`config.mk`:
```
export PLATFORM = sky130hd
export DESIGN_NAME = fbso_fill
export DESIGN_NICKNAME = d
export VERILOG_FILES = /design/src/rtl/fbso_pkg.sv /design/src/rtl/fbso_fill.sv
export SDC_FILE = /design/constraint.sdc
export NUM_CORES = 1
export LEC_CHECK = 0
export BUFFER_PORTS_ARGS = -buffer_cell sky130_fd_sc_hd__buf_2
export CORE_ASPECT_RATIO = 1.5
export CORE_MARGIN = 1.5
export CORE_UTILIZATION = 50
export DETAILED_ROUTE_END_ITERATION = 7
export PLACE_DENSITY = 0.79
export SLEW_MARGIN = 25
export SYNTH_ARGS = -nofsm -noshare
export SYNTH_HDL_FRONTEND = slang
export SYNTH_SLANG_ARGS = --single-unit
```
`constraint.sdc`:
```
create_clock -name clk -period 6 [get_ports clk]
set_input_delay 0.3 -clock clk [delete_from_list [all_inputs] [get_ports clk]]
set_output_delay 0.3 -clock clk [all_outputs]
set_load 0.005 [all_outputs]
```
`src/rtl/fbso_pkg.sv`:
```
// Package for the fermion basis state operator: field widths, codes, payload types, helpers.
`default_nettype none

package fbso_pkg;

  // Field widths of one item and one result
  localparam int MODE_W   = 5;
  localparam int VALUE_W  = 32;
  localparam int CHARGE_W = 6;
  localparam int SIGN_W   = 2;
  localparam int OCC_W    = 32;
  localparam int COUNT_W  = 6;
  localparam int RANK_W   = 30;

  // Binomial coefficients up to C(32,16) fit in the rank width
  localparam int BINOM_W  = RANK_W;

  // Coefficient codes
  localparam logic signed [SIGN_W-1:0] SIGN_PLUS = 2'sb01;
  localparam logic signed [SIGN_W-1:0] SIGN_ZERO = 2'sb00;

  typedef enum logic [1:0] {
    CMD_LOAD_NUMBER = 2'd0,
    CMD_LOAD_RANK   = 2'd1,
    CMD_CREATE      = 2'd2,
    CMD_ANNIHILATE  = 2'd3
  } cmd_t;

  typedef struct packed {
    cmd_t                command;
    logic [MODE_W-1:0]   mode;
    logic [VALUE_W-1:0]  load_value;
    logic [CHARGE_W-1:0] load_charge;
  } item_t;

  typedef struct packed {
    logic signed [SIGN_W-1:0] sign;
    logic [OCC_W-1:0]         occupation;
    logic [COUNT_W-1:0]       occupied_count;
    logic [RANK_W-1:0]        sector_rank;
    logic                     bad_request;
  } result_t;

  // Flat index of C(n,k) in the Pascal triangle memory, one row of row_len entries per n
  function automatic int unsigned bin_index(input int unsigned n, input int unsigned k,
                                            input int unsigned row_len);
    return n * row_len + k;
  endfunction

endpackage

`default_nettype wire

```
`src/rtl/fbso_fill.sv`:
```
// Pascal triangle builder: writes C(n,k) for all k <= n <= N_MODES into the binomial RAM.
`default_nettype none

module fbso_fill
  import fbso_pkg::*;
#(
  parameter int N_MODES = 32
) (
  input  wire logic                                  clk,
  input  wire logic                                  rst,
  input  wire logic [BINOM_W-1:0]                    rd_data,
  output logic                                       busy,
  output logic [$clog2((N_MODES+1)*(N_MODES+1))-1:0] rd_addr,
  output logic                                       wr_en,
  output logic [$clog2((N_MODES+1)*(N_MODES+1))-1:0] wr_addr,
  output logic [BINOM_W-1:0]                         wr_data
);

  localparam int unsigned ROW_LEN = N_MODES + 1;
  localparam int ADDR_W = $clog2(ROW_LEN * ROW_LEN);
  localparam int IDX_W  = $clog2(N_MODES + 2);

  typedef enum logic [2:0] {
    FL_READ  = 3'b001,
    FL_WRITE = 3'b010,
    FL_DONE  = 3'b100
  } fill_state_t;

  fill_state_t        state;
  logic [IDX_W-1:0]   fn;
  logic [IDX_W-1:0]   fk;
  logic [BINOM_W-1:0] held;
  logic [BINOM_W-1:0] rd_part;
  logic               upper_valid;

  // C(n-1,k) exists only for k < n
  assign upper_valid = (fk < fn);
  assign rd_part     = upper_valid ? rd_data : '0;

  assign busy    = (state != FL_DONE);
  assign wr_en   = (state == FL_WRITE);
  assign rd_addr = upper_valid ?
                   ADDR_W'(bin_index(32'(fn - IDX_W'(1)), 32'(fk), ROW_LEN)) : '0;
  assign wr_addr = ADDR_W'(bin_index(32'(fn), 32'(fk), ROW_LEN));
  // Row zero is the single one; every other entry sums the two above it
  assign wr_data = (fn == '0) ? BINOM_W'(1) : rd_part + held;

  // Step through the triangle: read one entry of the row above, then write
  always_ff @(posedge clk) begin
    if (rst) begin
      state <= FL_READ;
      fn    <= '0;
      fk    <= '0;
      held  <= '0;
    end else begin
      unique case (state)
        FL_READ: begin
          state <= FL_WRITE;
        end
        FL_WRITE: begin
          if (fk == fn) begin
            held <= '0;
            fk   <= '0;
            if (fn == IDX_W'(N_MODES)) begin
              state <= FL_DONE;
            end else begin
              fn    <= fn + IDX_W'(1);
              state <= FL_READ;
            end
          end else begin
            held  <= rd_part;
            fk    <= fk + IDX_W'(1);
            state <= FL_READ;
          end
        end
        FL_DONE: begin
          state <= FL_DONE;
        end
        default: begin
          state <= FL_DONE;
        end
      endcase
    end
  end

endmodule

`default_nettype wire

```
==> impl_metrics.yaml, run 1 <==
timing:
  period_needed_ns: 5.26
  drv_slew: 0
  tns_ns: 0
  max-slew-margin-rel_pct: 34.9
  setup_viol: 0
  rsz0062_at_grt: "no"
  layout_worst_path_cycle_share_pct: 87.6
  fin_skew_ns: 0.00697
  fin_hold_ws_ns: 0.299
  tightest_slew_ns: 0.974
  hold_viol_final: 0
  fmax_mhz: 190
critical_path:
  cp_data_arrival_time_ns: 4.96
  worstSetupEndpointType: "output port"
  slowest_stage: "dfxtp_1"
  rrSetupSlack_ns: 3.01
  path_buf_inv: 3
  cp_slowest_stage_delay_ns: 0.50
  worstSetupPathType: "reg -> out"
  required_ns: 5.70
  crit_family: "compound AO/OA/AOI/OAI gates"
  crit_chain: "inv_1 -> ha_1 -> and4_4 -> o21ai_2 -> buf_4 -> and3_1 -> ha_1 -> fa_1 -> and3_1 -> o311ai_1 -> a311oi_2 -> a211oi_1 -> o31ai_4 -> a22oi_2 -> o41a_4 -> o21ai_4 -> nor3b_1 -> a311oi_2 -> buf_2"
  cp_max_fo: 30
  crit_path_start_kind: "flop"
route:
  viasPerCell: 6.08
  post_drt_wl_per_cell_um: 16.3
  dr.pass1.iters: 5
  drc: 0
  antenna_left: 0
  drt_iter0_drc: 418
  vias: 5769
  wirelength_um: 15500
power:
  p_leak_uw: 0.00294
  vdd_drop_max_mv: 0.109
  power_density_nw_per_um2: 118
grt:
  grt_pass1_vias: 5353
  overflow: 0
  grt_pass1_wl_um: 25000
  antenna_found_initial: 0
  grt_max_degree: 42
  grtUsageTotal_pct: 25.0
floorplan:
  die_height_um: 135
  pin_count: 86
  dieArea_um2: 12200
  core_area_um2: 11200
  start_util_pct: 51.8
  std_cell_rows: 47
  fp.dieW_um: 90.8
placement:
  dpl_cell_area_um2: 6170
  io_buffers: 85
  hpwl_um: 11500
  gp_congestion: 0.958
  dp.cells: 942
synth:
  postSynthAreaPerCell_um2: 7.57
  yosysWarnings: 0
  postSynthCellCount: 764
  synth_nets: 867
  yosysTopAreaCell: "dfxtp_1"
  synth_area_leaders: "dfxtp_1 16%, ha_1 14%, nor2_1 7.3%, xnor2_1 7.3%, a22oi_1 4.3%"
  yosys-top-cells-count: "112 x nor2_1, 67 x ha_1, 54 x nand2_1"
  ys_seq_elements: 45
  synth_area_um2: 5780
  ys_seq_area_share_pct: 15.6
  synth_edf_count: 0
  synth_top_area_share_pct: 15.6
  async_reset_ff_share_pct: 0
  synth_most_common_cell: "nor2_1"
  synthDistinctLibCells: 81
  synth_ff_type: "dfxtp_1"
clock_network:
  cts_tree: "built"
  hold_buffers: 0
  cts_setup_buffers: 0
  cts_buffer_depth: 2
  clock_sinks: 45
  cts-resized-gates: 0
  clk_pin_slew_ns: 0.07
  cts_max_level: 2
  numCtsBuffers: 5
  cts_root_buffer: "clkbuf_16"
  clkLatencyLatePin_ns: 0.30
hold_path:
  hold_path.class: "in -> reg"
cells_and_area:
  diodes: 0
  instances_no_fill: 949
  drive_gt1_share_pct: 15.0
  final_nets: 905
  fillCellCount: 1102
  design_area_um2: 6320
  area_delta_synth_final_pct: 9.24
job:
  drv_cap: 0
status:
  status: "completed"
layout make-up:
class	count	area, µm²	area share, %
clock buffer	6	139	2.20
timing repair buffer	90	463	7.33
multi-input combinational	629	4510	71.3
sequential	45	901	14.3
tap	147	184	2.91
clock inverter	1	7.51	0.119
inverter	31	116	1.84
per-stage QoR:
stage	worst slack, ns	power, µW	util, %
floorplan	1.42	419	-
global placement	1.26	457	55.2
detailed placement	1.15	459	55.2
CTS	0.775	748	56.5
global route	0.431	779	56.5
finish	0.743	747	56.5
power breakdown:
group	switching (µW)	total, µW	internal, µW
combinational	93.4	151	57.5
sequential	2.16	303	300
clock	130	294	164
total	225	747	522
flip-flops by register name, summed over array words and instances, names as in the netlist:
name / cells
fk: 6
fn: 6
held: 30
state: 3
cell usage in the layout, fill, tap and decap left out, types with 5 or more instances in the layout:
cell and n:
nor2_1 112, buf_2 85, ha_1 67, nand2_1 54
xnor2_1 48, dfxtp_1 45, a22oi_1 33, o21ai_0 30
inv_1 29, a21oi_1 28, and3_1 26, xor2_1 24
a21o_1 19, nand3_1 17, a31oi_1 16, nand4_1 11
maj3_1 11, nor3_1 8, o21bai_1 7, and2_1 7
nor4b_1 6, mux2i_1 6, o211ai_1 5, nor4bb_1 5
clkbuf_16 5, buf_4 5
kinds of logic after synthesis:
| group | share of synthesized area (%) |
|---|---|
| xor gates and xnor gates | 11.2 |
| and+or+nand+nor | 22.6 |
| DFF | 15.6 |
| muxes | 1.04 |
| adders and majority gates | 18.0 |
| AOI/OAI and AO/OA | 25.1 |
| buffers and inverters | 6.58 |
layer usage:
layer | up-vias | global-route usage (%) | wire length (µm)
li1 | 2828 | - | -
met1 | 2676 | 27.7 | 5950
met2 | 209 | 45.5 | 7920
met3 | 56 | 3.10 | 828
met4 | 0 | 14.8 | 757
met5 | - | 0 | 0
tightest hold or removal path: cells and delay by family:
family	cells	cell delay [ns]
simple gates	1	0.08
buf+inv	1	0.11
compound gates	1	0.07
worst paths after layout:
| kind | from | end | cells after the start |
|---|---|---|---|
| setup / recovery | fn[2] | wr_data[28] | 19 |
| setup reg to reg | fn[3] | held[21] | 10 |
| hold / removal | rd_data[29] | held[29] | 3 |
| hold reg to reg | state[0] | state[1] | 2 |
Power figures use the tool's default switching activity.
==> inputs of run 2 (changes only) <==
--- a/config.mk
+++ b/config.mk
@@ -8,10 +8,10 @@
 export BUFFER_PORTS_ARGS = -buffer_cell sky130_fd_sc_hd__buf_2
 export CORE_ASPECT_RATIO = 1.5
 export CORE_MARGIN = 1.5
-export CORE_UTILIZATION = 50
+export CORE_UTILIZATION = 45
 export DETAILED_ROUTE_END_ITERATION = 7
-export PLACE_DENSITY = 0.79
-export SLEW_MARGIN = 25
+export PLACE_DENSITY = 0.73
+export SLEW_MARGIN = 40
 export SYNTH_ARGS = -nofsm -noshare
 export SYNTH_HDL_FRONTEND = slang
 export SYNTH_SLANG_ARGS = --single-unit
==> impl_metrics.yaml, run 2 (synthesis gave the netlist of run 1 again) <==
grt:
  grt_pass1_vias: 5508
  grt_pass1_wl_um: 25900
  grt_max_degree: 42
  grtUsageTotal_pct: 23.8
  antenna_found_initial: 1
  overflow: 0
cells_and_area:
  design_area_um2: 6400
  top_regs: "held: 30 flops, fk: 6 flops, fn: 6 flops"
  layout_commonest_cell: "nor2_1"
  layout_common_cells: "111 x nor2_1, 84 x buf_2, 67 x ha_1, 54 x nand2_1, 48 x xnor2_1"
  largest_register_ff_count: 30
  area_delta_synth_final_pct: 10.7
  fillCellCount: 1293
  drive_gt1_share_pct: 15.4
  final_nets: 907
  diodes: 0
  top_register: "held"
floorplan:
  pin_count: 86
  core_area_um2: 12500
  start_util_pct: 46.2
  die_height_um: 142
  fp.dieW_um: 95.6
  dieArea_um2: 13600
  std_cell_rows: 50
timing:
  fmax_mhz: 183
  layout_worst_path_cycle_share_pct: 91.1
  rsz0062_at_grt: "no"
  period_needed_ns: 5.47
  tightest_slew_ns: 0.818
  max-slew-margin-rel_pct: 45.3
  tns_ns: 0
  drv_slew: 0
  setup_viol: 0
  setup_ws_ns: 0.531
  fin_skew_ns: 0.00898
  hold_viol_final: 0
  fin_hold_ws_ns: 0.296
route:
  drt_iter0_drc: 311
  post_drt_wl_per_cell_um: 16.3
  vias: 5676
  viasPerCell: 5.91
  antenna_left: 0
  dr.pass1.iters: 5
  drc: 0
  wirelength_um: 15700
clock_network:
  clkLatencyLatePin_ns: 0.30
  clk_pin_slew_ns: 0.07
  hold_buffers: 0
  cts_setup_buffers: 0
  clock_sinks: 45
  cts_buffer_depth: 2
  cts_max_level: 2
  cts_root_buffer: "clkbuf_16"
  cts-resized-gates: 0
  cts_tree: "built"
  numCtsBuffers: 5
critical_path:
  crit_path_start_kind: "flop"
  r2r-start: "fn[3]"
  rr_worst_depth: 9
  worstSetupEndpointType: "output port"
  worstSetupStartpoint: "fn[3]"
  required_ns: 5.70
  worstSetupPathType: "reg -> out"
  crit_end: "wr_data[28]"
  cp_max_fo: 18
  rrSetupSlack_ns: 2.96
  r2r-end: "held[16]"
  cp_data_arrival_time_ns: 5.17
placement:
  dpl_cell_area_um2: 6180
  io_buffers: 85
  gp_congestion: 0.896
  dp_slack_ns: 0.882
  hpwl_um: 11800
job:
  drv_cap: 0
status:
  status: "completed"
power:
  vdd_drop_max_mv: 0.105
  total_power_uw: 761
  power_density_nw_per_um2: 119
  p_leak_uw: 0.00297
hold_path:
  hp-start: "rd_data[29]"
  hold_depth: 3
  hold_path.class: "in -> reg"
-- run 2: cell count changes in the layout (fill, tap and decap cells not counted) --
cell	delta
nor2_1	-1
clkbuf_8	+1
buf_2	-1
buf_4	+1
clkinvlp_4	-1
nor2_2	+1
buf_16	+2
clkinv_2	+1
-- run 2: stage by stage --
stage | instances | utilization [%]
3_3_place_gp | 951 | 49.4
6_report | 961 | 51.2
4_1_cts | 959 | 50.7
3_5_place_dp | 951 | 49.4
5_1_grt | 961 | 51.2
2_1_floorplan | 764 | -
-- run 2: how the worst min path moves through the flow --
| stage | slack, ns | endpoint |
|---|---|---|
| after floorplan | 0.42 | state[0] |
| after global placement | 0.46 | state[1] |
| after detailed placement | 0.45 | state[1] |
| after CTS | 0.30 | held[29] |
| after global routing | 0.33 | held[29] |
| final | 0.30 | held[29] |
-- run 2: per-layer routing --
layer  share of wire (%)  vias to the layer above  wire [µm]  global-route usage [%]
met5               0.083                        -         13                       0
met4                 3.3                        2        524                    11.1
met3                 4.7                       36        733                    2.63
met2                  52                      155       8230                    43.6
met1                  40                     2653       6210                    26.4
li1                    -                     2830          -                       -
-- run 2: final cells by class --
cell class                 instances  area (µm²)  share of cell area [%]
multi-input combinational        629        4510                    70.5
timing repair buffer              92         520                    8.13
clock buffer                       7         153                    2.39
clock inverter                     1        5.00                  0.0782
inverter                          31         116                    1.82
tap                              156         195                    3.05
sequential                        45         901                    14.1
-- run 2: critical path, cell delays in order, from the launching register on --
cell and delay [ns]:
dfxtp_1 0.44, inv_1 0.15, ha_1 0.35, a21oi_1 0.22, o21a_1 0.41, buf_4 0.31
and3_1 0.21, ha_1 0.18, fa_1 0.21, and3_1 0.24, o311ai_1 0.13, a311oi_2 0.34
a211oi_1 0.13, o31ai_4 0.33, a22oi_2 0.13, o41a_4 0.41, o21ai_4 0.21, nor3b_1 0.08
a311oi_2 0.25, buf_2 0.15
-- run 2: report_power, final --
part	total [µW]	internal, µW	switching (µW)	leakage (µW)
Clock	304	177	128	0.0000799
Sequential	303	301	2.26	0.000363
Combinational	154	60.7	93.2	0.00253
Total	761	538	223	0.00297
==> inputs of run 3 (changes only) <==
--- a/config.mk
+++ b/config.mk
@@ -6,11 +6,15 @@
 export NUM_CORES = 1
 export LEC_CHECK = 0
 export BUFFER_PORTS_ARGS = -buffer_cell sky130_fd_sc_hd__buf_2
+export CAP_MARGIN = 20
+export CELL_PAD_IN_SITES_DETAIL_PLACEMENT = 0
+export CELL_PAD_IN_SITES_GLOBAL_PLACEMENT = 1
 export CORE_ASPECT_RATIO = 1.5
 export CORE_MARGIN = 1.5
-export CORE_UTILIZATION = 45
+export CORE_UTILIZATION = 43
 export DETAILED_ROUTE_END_ITERATION = 7
-export PLACE_DENSITY = 0.73
+export HOLD_SLACK_MARGIN = 0.03
+export PLACE_DENSITY = 0.9
 export SLEW_MARGIN = 40
 export SYNTH_ARGS = -nofsm -noshare
 export SYNTH_HDL_FRONTEND = slang
==> impl_metrics.yaml, run 3 (synthesis gave the netlist of run 1 again) <==
placement:
  hpwl_um: 11900
  io_buffers: 85
  gp_congestion: 0.872
  dp.cells: 955
  dp_slack_ns: 0.948
  dpl_cell_area_um2: 6210
cells_and_area:
  drive_gt1_share_pct: 15.4
  layout_commonest_cell: "nor2_1"
  top_register: "held"
  area_delta_synth_final_pct: 10.4
  instances_no_fill: 964
  final_nets: 907
  layout_common_cells: "111 x nor2_1, 84 x buf_2, 67 x ha_1, 54 x nand2_1, 48 x xnor2_1"
  diodes: 0
  top_regs: "held: 30 flops, fk: 6 flops, fn: 6 flops"
  utilization_pct: 48.8
  design_area_um2: 6390
  largest_register_ff_count: 30
status:
  status: "completed"
clock_network:
  cts_buffer_depth: 2
  cts-resized-gates: 0
  clkLatencyLatePin_ns: 0.30
  numCtsBuffers: 5
  cts_setup_buffers: 0
  clk_pin_slew_ns: 0.07
  cts_tree: "built"
  hold_buffers: 0
  clock_sinks: 45
  cts_root_buffer: "clkbuf_16"
  cts_max_level: 2
timing:
  setup_viol: 0
  max-slew-margin-rel_pct: 53.1
  hold_viol_final: 0
  drv_slew: 0
  fin_skew_ns: 0.00537
  period_needed_ns: 5.46
  tns_ns: 0
  fmax_mhz: 183
  rsz0062_at_grt: "no"
  layout_worst_path_cycle_share_pct: 90.9
  tightest_slew_ns: 0.701
  setup_ws_ns: 0.545
route:
  antenna_left: 0
  vias: 5620
  dr.pass1.iters: 5
  wirelength_um: 15900
  post_drt_wl_per_cell_um: 16.5
  drc: 0
  viasPerCell: 5.83
  drt_iter0_drc: 265
floorplan:
  die_height_um: 145
  fp.dieW_um: 97.7
  std_cell_rows: 51
  pin_count: 86
  core_area_um2: 13100
  start_util_pct: 44.2
  dieArea_um2: 14200
critical_path:
  required_ns: 5.70
  crit_path_start_kind: "flop"
  cp_max_fo: 17
  worstSetupPathType: "reg -> out"
  cp_slowest_stage_delay_ns: 0.50
  slowest_stage: "o21a_1"
  crit_chain: "inv_1 -> ha_1 -> a21oi_1 -> o21a_1 -> buf_4 -> and3_1 -> ha_1 -> a21o_1 -> a21o_1 -> o2111ai_1 -> a41oi_1 -> o2111ai_1 -> a21boi_1 -> o21a_1 -> or3_1 -> a21oi_1 -> buf_2"
  cp_data_arrival_time_ns: 5.16
  worstSetupEndpointType: "output port"
power:
  p_leak_uw: 0.00296
  vdd_drop_max_mv: 0.103
  power_density_nw_per_um2: 118
grt:
  grt_pass1_vias: 5388
  grt_max_degree: 42
  grtUsageTotal_pct: 22.3
  grt_pass1_wl_um: 26600
  overflow: 0
  antenna_found_initial: 0
job:
  drv_cap: 0
hold_path:
  hold_path.class: "in -> reg"
-- run 3: final cells by class --
cell class / count / area [µm²]
clock inverters: 3 / 25.0
fillers: 1311 / 6700
flip-flops and latches: 45 / 901
multi-input cells: 629 / 4520
well taps: 159 / 199
repair buffers: 92 / 500
clock buffers: 5 / 125
inverters: 31 / 116
-- run 3: worst paths after layout --
kind | startpoint | cells after the start | endpoint | slack (ns)
worst min register to register | state[0] | 2 | state[1] | 0.47
worst max-delay path | fn[3] | 17 | wr_data[25] | 0.54
worst max register to register | fn[3] | 10 | held[14] | 2.90
worst min-delay path | rd_data[29] | 3 | held[29] | 0.31
-- run 3: layer usage --
metal  wire length, µm  GRT usage (%)
met2              8130           40.9
met5                 0              0
met4               382           7.07
met3               798           2.26
met1              6630           27.0
-- run 3: metrics by stage --
step                power, µW  hold WS (ns)
CTS                       756         0.295
finish                    753         0.306
detailed placement        461         0.464
floorplan                 419         0.425
global placement          458         0.452
global route              788         0.305
-- run 3: power breakdown --
part           switching, µW  leakage [µW]  internal (µW)  total (µW)
logic                   94.3       0.00252           60.3         155
clock network            138     0.0000708            158         296
registers               2.16      0.000363            300         303
-- run 3: critical path: cells and delay by family (launching register included) --
family	cells	cell delay (ns)
adder cells (fa/ha/maj)	2	0.64
AND/OR/NAND/NOR	2	0.50
flip-flops	1	0.45
buffers and inverters	3	0.61
AO/OA/AOI/OAI	10	2.66
